`src/rtl/ddcf_pkg.sv`:
```
// Shared types and constants for the dual-delay comb filter.
// Used by ddcf_ctrl, ddcf_datapath and dual_delay_comb_filter; no dependencies.
package ddcf_pkg;

   // Fixed field widths of the item and register interfaces
   localparam int DELAY_BITS = 24;
   localparam int GAIN_BITS  = 16;
   localparam int CFG_BITS   = 16;
   localparam int GAIN_FRAC  = 12;

   localparam logic [CFG_BITS-1:0] MAX_DELAY_RESET = 16'd48000;

   // Multiplier operand select
   typedef logic [2:0] mac_src_type;

   localparam mac_src_type MAC_INTERP_I = 3'd0;
   localparam mac_src_type MAC_INTERP_J = 3'd1;
   localparam mac_src_type MAC_GAIN_X   = 3'd2;
   localparam mac_src_type MAC_GAIN_DX  = 3'd3;
   localparam mac_src_type MAC_GAIN_DY  = 3'd4;

   // Controller to datapath commands
   typedef struct packed {
      logic        load_item;   // capture item, write sample into input ring
      logic        tap_sel;     // 0: feedforward / input ring, 1: feedback / output ring
      logic        clamp_load;  // register clamped delay of selected tap
      logic        addr_load;   // register ring indexes and fraction
      logic        rd_en;       // issue ring read
      logic        rd_j;        // read upper neighbor instead of lower
      logic        mac_en;      // multiplier issue
      logic        mac_clr;     // first term of a sum
      mac_src_type mac_src;
      logic        save_en;     // store interpolated tap value
      logic        out_load;    // load result, write output ring, advance position
   } ddcf_cmd_type;

endpackage

```
`src/rtl/ddcf_ctrl.sv`:
```
// Sequencer for the dual-delay comb filter: steps one item through the datapath.
// Depends on ddcf_pkg.
module ddcf_ctrl (
   input  logic                  clock,
   input  logic                  reset,
   input  logic                  req_valid,
   output logic                  req_stall,
   output logic                  rsp_valid,
   input  logic                  rsp_stall,
   output ddcf_pkg::ddcf_cmd_type cmd
);
   import ddcf_pkg::*;

   localparam logic [4:0] ST_IDLE      = 5'd0;
   localparam logic [4:0] ST_FF_CLAMP  = 5'd1;
   localparam logic [4:0] ST_FF_ADDR   = 5'd2;
   localparam logic [4:0] ST_FF_RD_I   = 5'd3;
   localparam logic [4:0] ST_FF_RD_J   = 5'd4;
   localparam logic [4:0] ST_FF_MAC_J  = 5'd5;
   localparam logic [4:0] ST_FF_SETTLE = 5'd6;
   localparam logic [4:0] ST_FF_SAVE   = 5'd7;
   localparam logic [4:0] ST_FB_CLAMP  = 5'd8;
   localparam logic [4:0] ST_FB_ADDR   = 5'd9;
   localparam logic [4:0] ST_FB_RD_I   = 5'd10;
   localparam logic [4:0] ST_FB_RD_J   = 5'd11;
   localparam logic [4:0] ST_FB_MAC_J  = 5'd12;
   localparam logic [4:0] ST_FB_SETTLE = 5'd13;
   localparam logic [4:0] ST_FB_SAVE   = 5'd14;
   localparam logic [4:0] ST_G_X       = 5'd15;
   localparam logic [4:0] ST_G_DX      = 5'd16;
   localparam logic [4:0] ST_G_DY      = 5'd17;
   localparam logic [4:0] ST_G_SETTLE  = 5'd18;
   localparam logic [4:0] ST_FINISH    = 5'd19;

   logic [4:0] state_ff, state_in;
   logic       rsp_valid_ff, rsp_valid_in;
   logic       slot_free;

   // output slot frees in the same cycle its transfer completes
   assign slot_free = !rsp_valid_ff || !rsp_stall;

   always_comb begin
      cmd      = '0;
      state_in = state_ff;
      unique case (state_ff)
         ST_IDLE: begin
            if (req_valid) begin
               cmd.load_item = 1'b1;
               state_in      = ST_FF_CLAMP;
            end
         end
         ST_FF_CLAMP: begin
            cmd.clamp_load = 1'b1;
            state_in       = ST_FF_ADDR;
         end
         ST_FF_ADDR: begin
            cmd.addr_load = 1'b1;
            state_in      = ST_FF_RD_I;
         end
         ST_FF_RD_I: begin
            cmd.rd_en = 1'b1;
            state_in  = ST_FF_RD_J;
         end
         ST_FF_RD_J: begin
            cmd.rd_en   = 1'b1;
            cmd.rd_j    = 1'b1;
            cmd.mac_en  = 1'b1;
            cmd.mac_clr = 1'b1;
            cmd.mac_src = MAC_INTERP_I;
            state_in    = ST_FF_MAC_J;
         end
         ST_FF_MAC_J: begin
            cmd.mac_en  = 1'b1;
            cmd.mac_src = MAC_INTERP_J;
            state_in    = ST_FF_SETTLE;
         end
         ST_FF_SETTLE: begin
            state_in = ST_FF_SAVE;
         end
         ST_FF_SAVE: begin
            cmd.save_en = 1'b1;
            state_in    = ST_FB_CLAMP;
         end
         ST_FB_CLAMP: begin
            cmd.tap_sel    = 1'b1;
            cmd.clamp_load = 1'b1;
            state_in       = ST_FB_ADDR;
         end
         ST_FB_ADDR: begin
            cmd.tap_sel   = 1'b1;
            cmd.addr_load = 1'b1;
            state_in      = ST_FB_RD_I;
         end
         ST_FB_RD_I: begin
            cmd.tap_sel = 1'b1;
            cmd.rd_en   = 1'b1;
            state_in    = ST_FB_RD_J;
         end
         ST_FB_RD_J: begin
            cmd.tap_sel = 1'b1;
            cmd.rd_en   = 1'b1;
            cmd.rd_j    = 1'b1;
            cmd.mac_en  = 1'b1;
            cmd.mac_clr = 1'b1;
            cmd.mac_src = MAC_INTERP_I;
            state_in    = ST_FB_MAC_J;
         end
         ST_FB_MAC_J: begin
            cmd.tap_sel = 1'b1;
            cmd.mac_en  = 1'b1;
            cmd.mac_src = MAC_INTERP_J;
            state_in    = ST_FB_SETTLE;
         end
         ST_FB_SETTLE: begin
            cmd.tap_sel = 1'b1;
            state_in    = ST_FB_SAVE;
         end
         ST_FB_SAVE: begin
            cmd.tap_sel = 1'b1;
            cmd.save_en = 1'b1;
            state_in    = ST_G_X;
         end
         ST_G_X: begin
            cmd.mac_en  = 1'b1;
            cmd.mac_clr = 1'b1;
            cmd.mac_src = MAC_GAIN_X;
            state_in    = ST_G_DX;
         end
         ST_G_DX: begin
            cmd.mac_en  = 1'b1;
            cmd.mac_src = MAC_GAIN_DX;
            state_in    = ST_G_DY;
         end
         ST_G_DY: begin
            cmd.mac_en  = 1'b1;
            cmd.mac_src = MAC_GAIN_DY;
            state_in    = ST_G_SETTLE;
         end
         ST_G_SETTLE: begin
            state_in = ST_FINISH;
         end
         ST_FINISH: begin
            if (slot_free) begin
               cmd.out_load = 1'b1;
               state_in     = ST_IDLE;
            end
         end
         default: begin
            state_in = ST_IDLE;
         end
      endcase
   end

   assign rsp_valid_in = cmd.out_load || (rsp_valid_ff && rsp_stall);

   always_ff @(posedge clock) begin
      if (reset) begin
         state_ff     <= ST_IDLE;
         rsp_valid_ff <= 1'b0;
      end else begin
         state_ff     <= state_in;
         rsp_valid_ff <= rsp_valid_in;
      end
   end

   assign req_stall = (state_ff != ST_IDLE);
   assign rsp_valid = rsp_valid_ff;

endmodule

```
`config.mk`:
```
export PLATFORM = sky130hd
export DESIGN_NAME = ddcf_ctrl
export DESIGN_NICKNAME = d
export VERILOG_FILES = /design/src/rtl/ddcf_pkg.sv /design/src/rtl/ddcf_ctrl.sv
export SDC_FILE = /design/constraint.sdc
export NUM_CORES = 1
export LEC_CHECK = 0
export ABC_AREA = 1
export BUFFER_PORTS_ARGS = -buffer_cell sky130_fd_sc_hd__buf_2
export CORE_AREA = 2 2 39 41
export DETAILED_ROUTE_END_ITERATION = 8
export DIE_AREA = 0 0 41 43
export GPL_TIMING_DRIVEN = 0
export SYNTH_ARGS = -nofsm -noshare
export SYNTH_HDL_FRONTEND = slang
export SYNTH_SLANG_ARGS = --single-unit
```
`constraint.sdc`:
```
create_clock -name clock -period 1.2 [get_ports clock]
set_input_delay 0.06 -clock clock [delete_from_list [all_inputs] [get_ports clock]]
set_output_delay 0.06 -clock clock [all_outputs]
set_load 0.005 [all_outputs]
```
==> impl.org <==
** Status
- The flow ran to the end, but the final reports show violations.
- Failing checks :: setup timing

** Clocking
- The number of hold buffers added after CTS was 0.
- TritonCTS built the clock tree.
- Clock-pin slew was measured on the worst setup and hold paths at roughly 0.04 ns.
- Num Clock Sinks :: 6
- The later pin in the worst-skew pair is clocked with a latency of 0.24 ns.
- CTS placed an instance of sky130_fd_sc_hd__clkbuf_4 at the clock tree root.
- Total number of H-tree levels :: 1
- Maximum clock insertion buffer count :: 2
- The number of clock buffers added by TritonCTS is 3.

** Worst setup path
- STA classifies the critical path endpoint as an output port.
- Data arrival time of the critical path :: ~1.3 ns
- Worst Setup Path Type :: flop to output port
- Reg2reg path depth :: 8
- Maximum fanout along the worst path :: 9
- Data required time at the worst endpoint :: approximately 1.1 ns
- STA classifies the critical path startpoint as a flop.

** Synthesis
- In this run, synthesis inferred 0 flip-flops with an integrated enable.
- Top-count cell post-synth :: sky130_fd_sc_hd__nand2_1
- Most frequent cells after synthesis :: 20 x sky130_fd_sc_hd__nand2_1, 13 x sky130_fd_sc_hd__inv_1, 12 x sky130_fd_sc_hd__nor2_1
- Area of the mapped netlist :: 494 sq um
- Library cell with the largest summed area after synthesis :: sky130_fd_sc_hd__dfxtp_1
- Main flop type after synthesis :: sky130_fd_sc_hd__dfxtp_1
- Portion of the post-synthesis area used by sequential elements :: 0.243
- Share of Yosys cell area claimed by the top area cell type :: 0.243
- Synthesis produced 84 cells.
- Synthesis produced a netlist with a net count of between 80 and 90.
- Register bit total from synthesis :: 6
- Each instance of the synthesized netlist takes up on average around 5.9 sq um.
- Ys async rst share :: 0
- Cell types with the largest area share after synthesis :: sky130_fd_sc_hd__dfxtp_1 24%, sky130_fd_sc_hd__nand2_1 15%, sky130_fd_sc_hd__inv_1 9.9%
- Synth Warn # :: 0
- Count of unique library cells instantiated by Yosys :: 19

** Routing
- Count of antenna-violating nets left after detailed routing :: 0
- The routed design has 1460 um of wire.
- The pre-antenna-repair detailed-routing pass consisted of 4 iterations.
- Total via count in the routed design :: 628
- After the first detailed-routing iteration, the DRC count stood at 10.
- # DRC :: 0
- Routed wire length per instance :: between 10 and 15 um
- Via density per instance :: 4.91

** Place
- Worst setup slack after placement :: -0.0386 ns
- In this run the cell area measured after placement is 604 sq um.
- GP Congestion :: roughly 0.75
- Detailed placement HPWL :: ~940 um
- The count of buffers added on input and output ports is 18.

** Power and ir drop
- The share of total power dissipated in combinational logic is 0.492.
- Of the total power, the clock network draws 0.204.
- For this design the total switching power over the nets is roughly 340 uW.
- Share of total power consumed by net switching :: 0.398
- Power spread over the standard cell area amounts to about 1100 nW/um^2.
- The worst-case IR drop observed on VDD is 0.761 mV.
- Relative contribution of sequential cells to total power :: 0.304
- Internal Dissipation :: roughly 520 uW
- Leak :: between 0.4 and 0.5 nW

** Timing
- On the final layout, the worst hold slack is about 0.061 ns.
- The smallest clock period supported by the final layout is computed as 1.34 ns.
- Unrepaired setup endpoints after global routing :: yes
- Min setup slack post-route :: -0.136 ns
- Final setup violation count :: 10
- Headroom to the max-slew limit came out at 0.860.
- Worst clock skew :: roughly 0.0019 ns
- Slew at the pin with the worst max-slew slack :: approximately 0.21 ns
- Number of slew-limit violations in the final report :: 0
- Of the available clock period, the critical path in the final layout requires 1.11.
- After routing, the total negative slack on setup checks comes to -0.522 ns.
- Maximum clock rate :: 749 MHz
- Hold Vio Cnt, Final :: 0

** Global routing
- The via count of the first global-routing pass is between 600 and 700.
- The total overflow left after global routing is 0.
- The first global-routing pass estimated 2370 um of wire.
- Pin count of the biggest net entering global routing :: 10
- Total GRT Usage :: 0.192
- Number of antenna violations at the first check in global routing :: 0

** Floorplanning
- Effective utilization at floorplan :: 0.357
- The floorplan step defined a die boundary enclosing between 1500 and 2000 sq um.
- Die Wd :: around 41 um
- In this run the count of I/O pins placed on the die edge is 19.
- The region available for standard cell placement spans 1380 sq um.
- After floorplanning, the core was divided into 14 placement rows.
- In this run the vertical extent of the chip is about 43 um.

** Min path
- The worst hold path was traced through 2 stages.
- Class of the worst hold path :: input pin to flop

** Cells and area
- At the end of the flow, the number of nets in the layout was roughly 120.
- The finished cells cover between 800 and 900 sq um.
- 0 antenna diodes ended up in the layout.
- P&R area growth vs syn :: 66.1%
- In the final layout, the share of cells above drive strength 1 is 0.616.

** Flow run
- Maximum Capacitance Violations :: 0
-- metal layers --
| metal | vias to the layer above | share of wire | GRT usage |
|---|---|---|---|
| li1 | 325 | - | - |
| met1 | 291 | 0.41 | 0.209 |
| met2 | 12 | 0.55 | 0.347 |
| met3 | 0 | 0.034 | 0 |
| met4 | 0 | 0 | 0.100 |
| met5 | - | 0 | 0 |
-- cell usage in the layout (no fill, tap or decap), drive strengths merged --
cell type	netlist	final
dfxtp	6	6
a31oi	1	1
o21bai	1	1
nor2	18	18
o211ai	2	2
inv	17	17
nand3	4	4
buf	0	25
nand4	1	1
a21oi	8	8
o21ai	2	2
nand2	21	21
o22ai	3	3
clkbuf	0	3
-- worst max-delay path, stage by stage, from the launching register on --
cell and delay, ns:
sky130_fd_sc_hd__dfxtp_4 0.39, sky130_fd_sc_hd__nand2_4 0.11, sky130_fd_sc_hd__nor2_4 0.11, sky130_fd_sc_hd__nand2_1 0.09, sky130_fd_sc_hd__o21ai_2 0.08, sky130_fd_sc_hd__o21bai_1 0.13
sky130_fd_sc_hd__buf_2 0.13
-- final cells by class --
type	instances	area [sq um]
Inverter	17	76.3
Fill cell	133	563
Clock buffer	3	22.5
Timing Repair Buffer	25	149
Tap cell	16	20.0
Sequential cell	6	139
Multi-Input combinational cell	61	414
-- cell families (layout without fill, tap and decap cells) --
kind of cell           after synthesis  count (layout)  share of synthesized area
flip-flops                           6               6                      0.243
AND/OR/NAND/NOR                     44              44                      0.415
AO/OA/AOI/OAI                       17              17                      0.213
buffers and inverters               17              45                      0.129
-- power by group through the flow --
stage / combinational, mW / clock [mW] / sequential (mW)
after floorplan: 0.191 / 0 / 0.249
after global placement: 0.280 / 0 / 0.253
after detailed placement: 0.279 / 0 / 0.254
after CTS: 0.359 / 0.188 / 0.262
after global routing: 0.468 / 0.197 / 0.267
final: 0.426 / 0.177 / 0.264
-- path summary, 6_finish.rpt --
| check | startpoint | end | slack [ns] |
|---|---|---|---|
| setup / recovery | state_ff[0]$_SDFFE_PP0P_ | cmd[8] | -0.14 |
| hold / removal | reset | state_ff[1]$_SDFFE_PP0P_ | 0.06 |
| hold reg to reg | rsp_valid$_SDFF_PP0_ | rsp_valid$_SDFF_PP0_ | 0.48 |
| setup reg to reg | state_ff[4]$_SDFFE_PP0P_ | state_ff[0]$_SDFFE_PP0P_ | 0.04 |
-- stage by stage --
stage | total power, mW | cells | utilization
finish | 0.866 | 128 | 0.593
detailed placement | 0.532 | 118 | 0.437
CTS | 0.809 | 126 | 0.560
global placement | 0.533 | 118 | 0.437
global route | 0.932 | 128 | 0.593
floorplan | 0.441 | 84 | -
-- sequential cells by signal, summed over array words and instances (netlist names) --
register   cells
state_ff       5
rsp_valid      1
-- what timing repair did --
| action | in CTS | in global routing |
|---|---|---|
| pin swaps | 10 | 3 |
| cloned | 0 | 0 |
| setup endpoints to repair | 15 | 16 |
| endpoints found under the hold margin | 0 | 0 |
| buffers inserted | 5 | 2 |
| gates resized for setup | 40 | 9 |
Note: power is estimated with default switching activity, not from simulation.
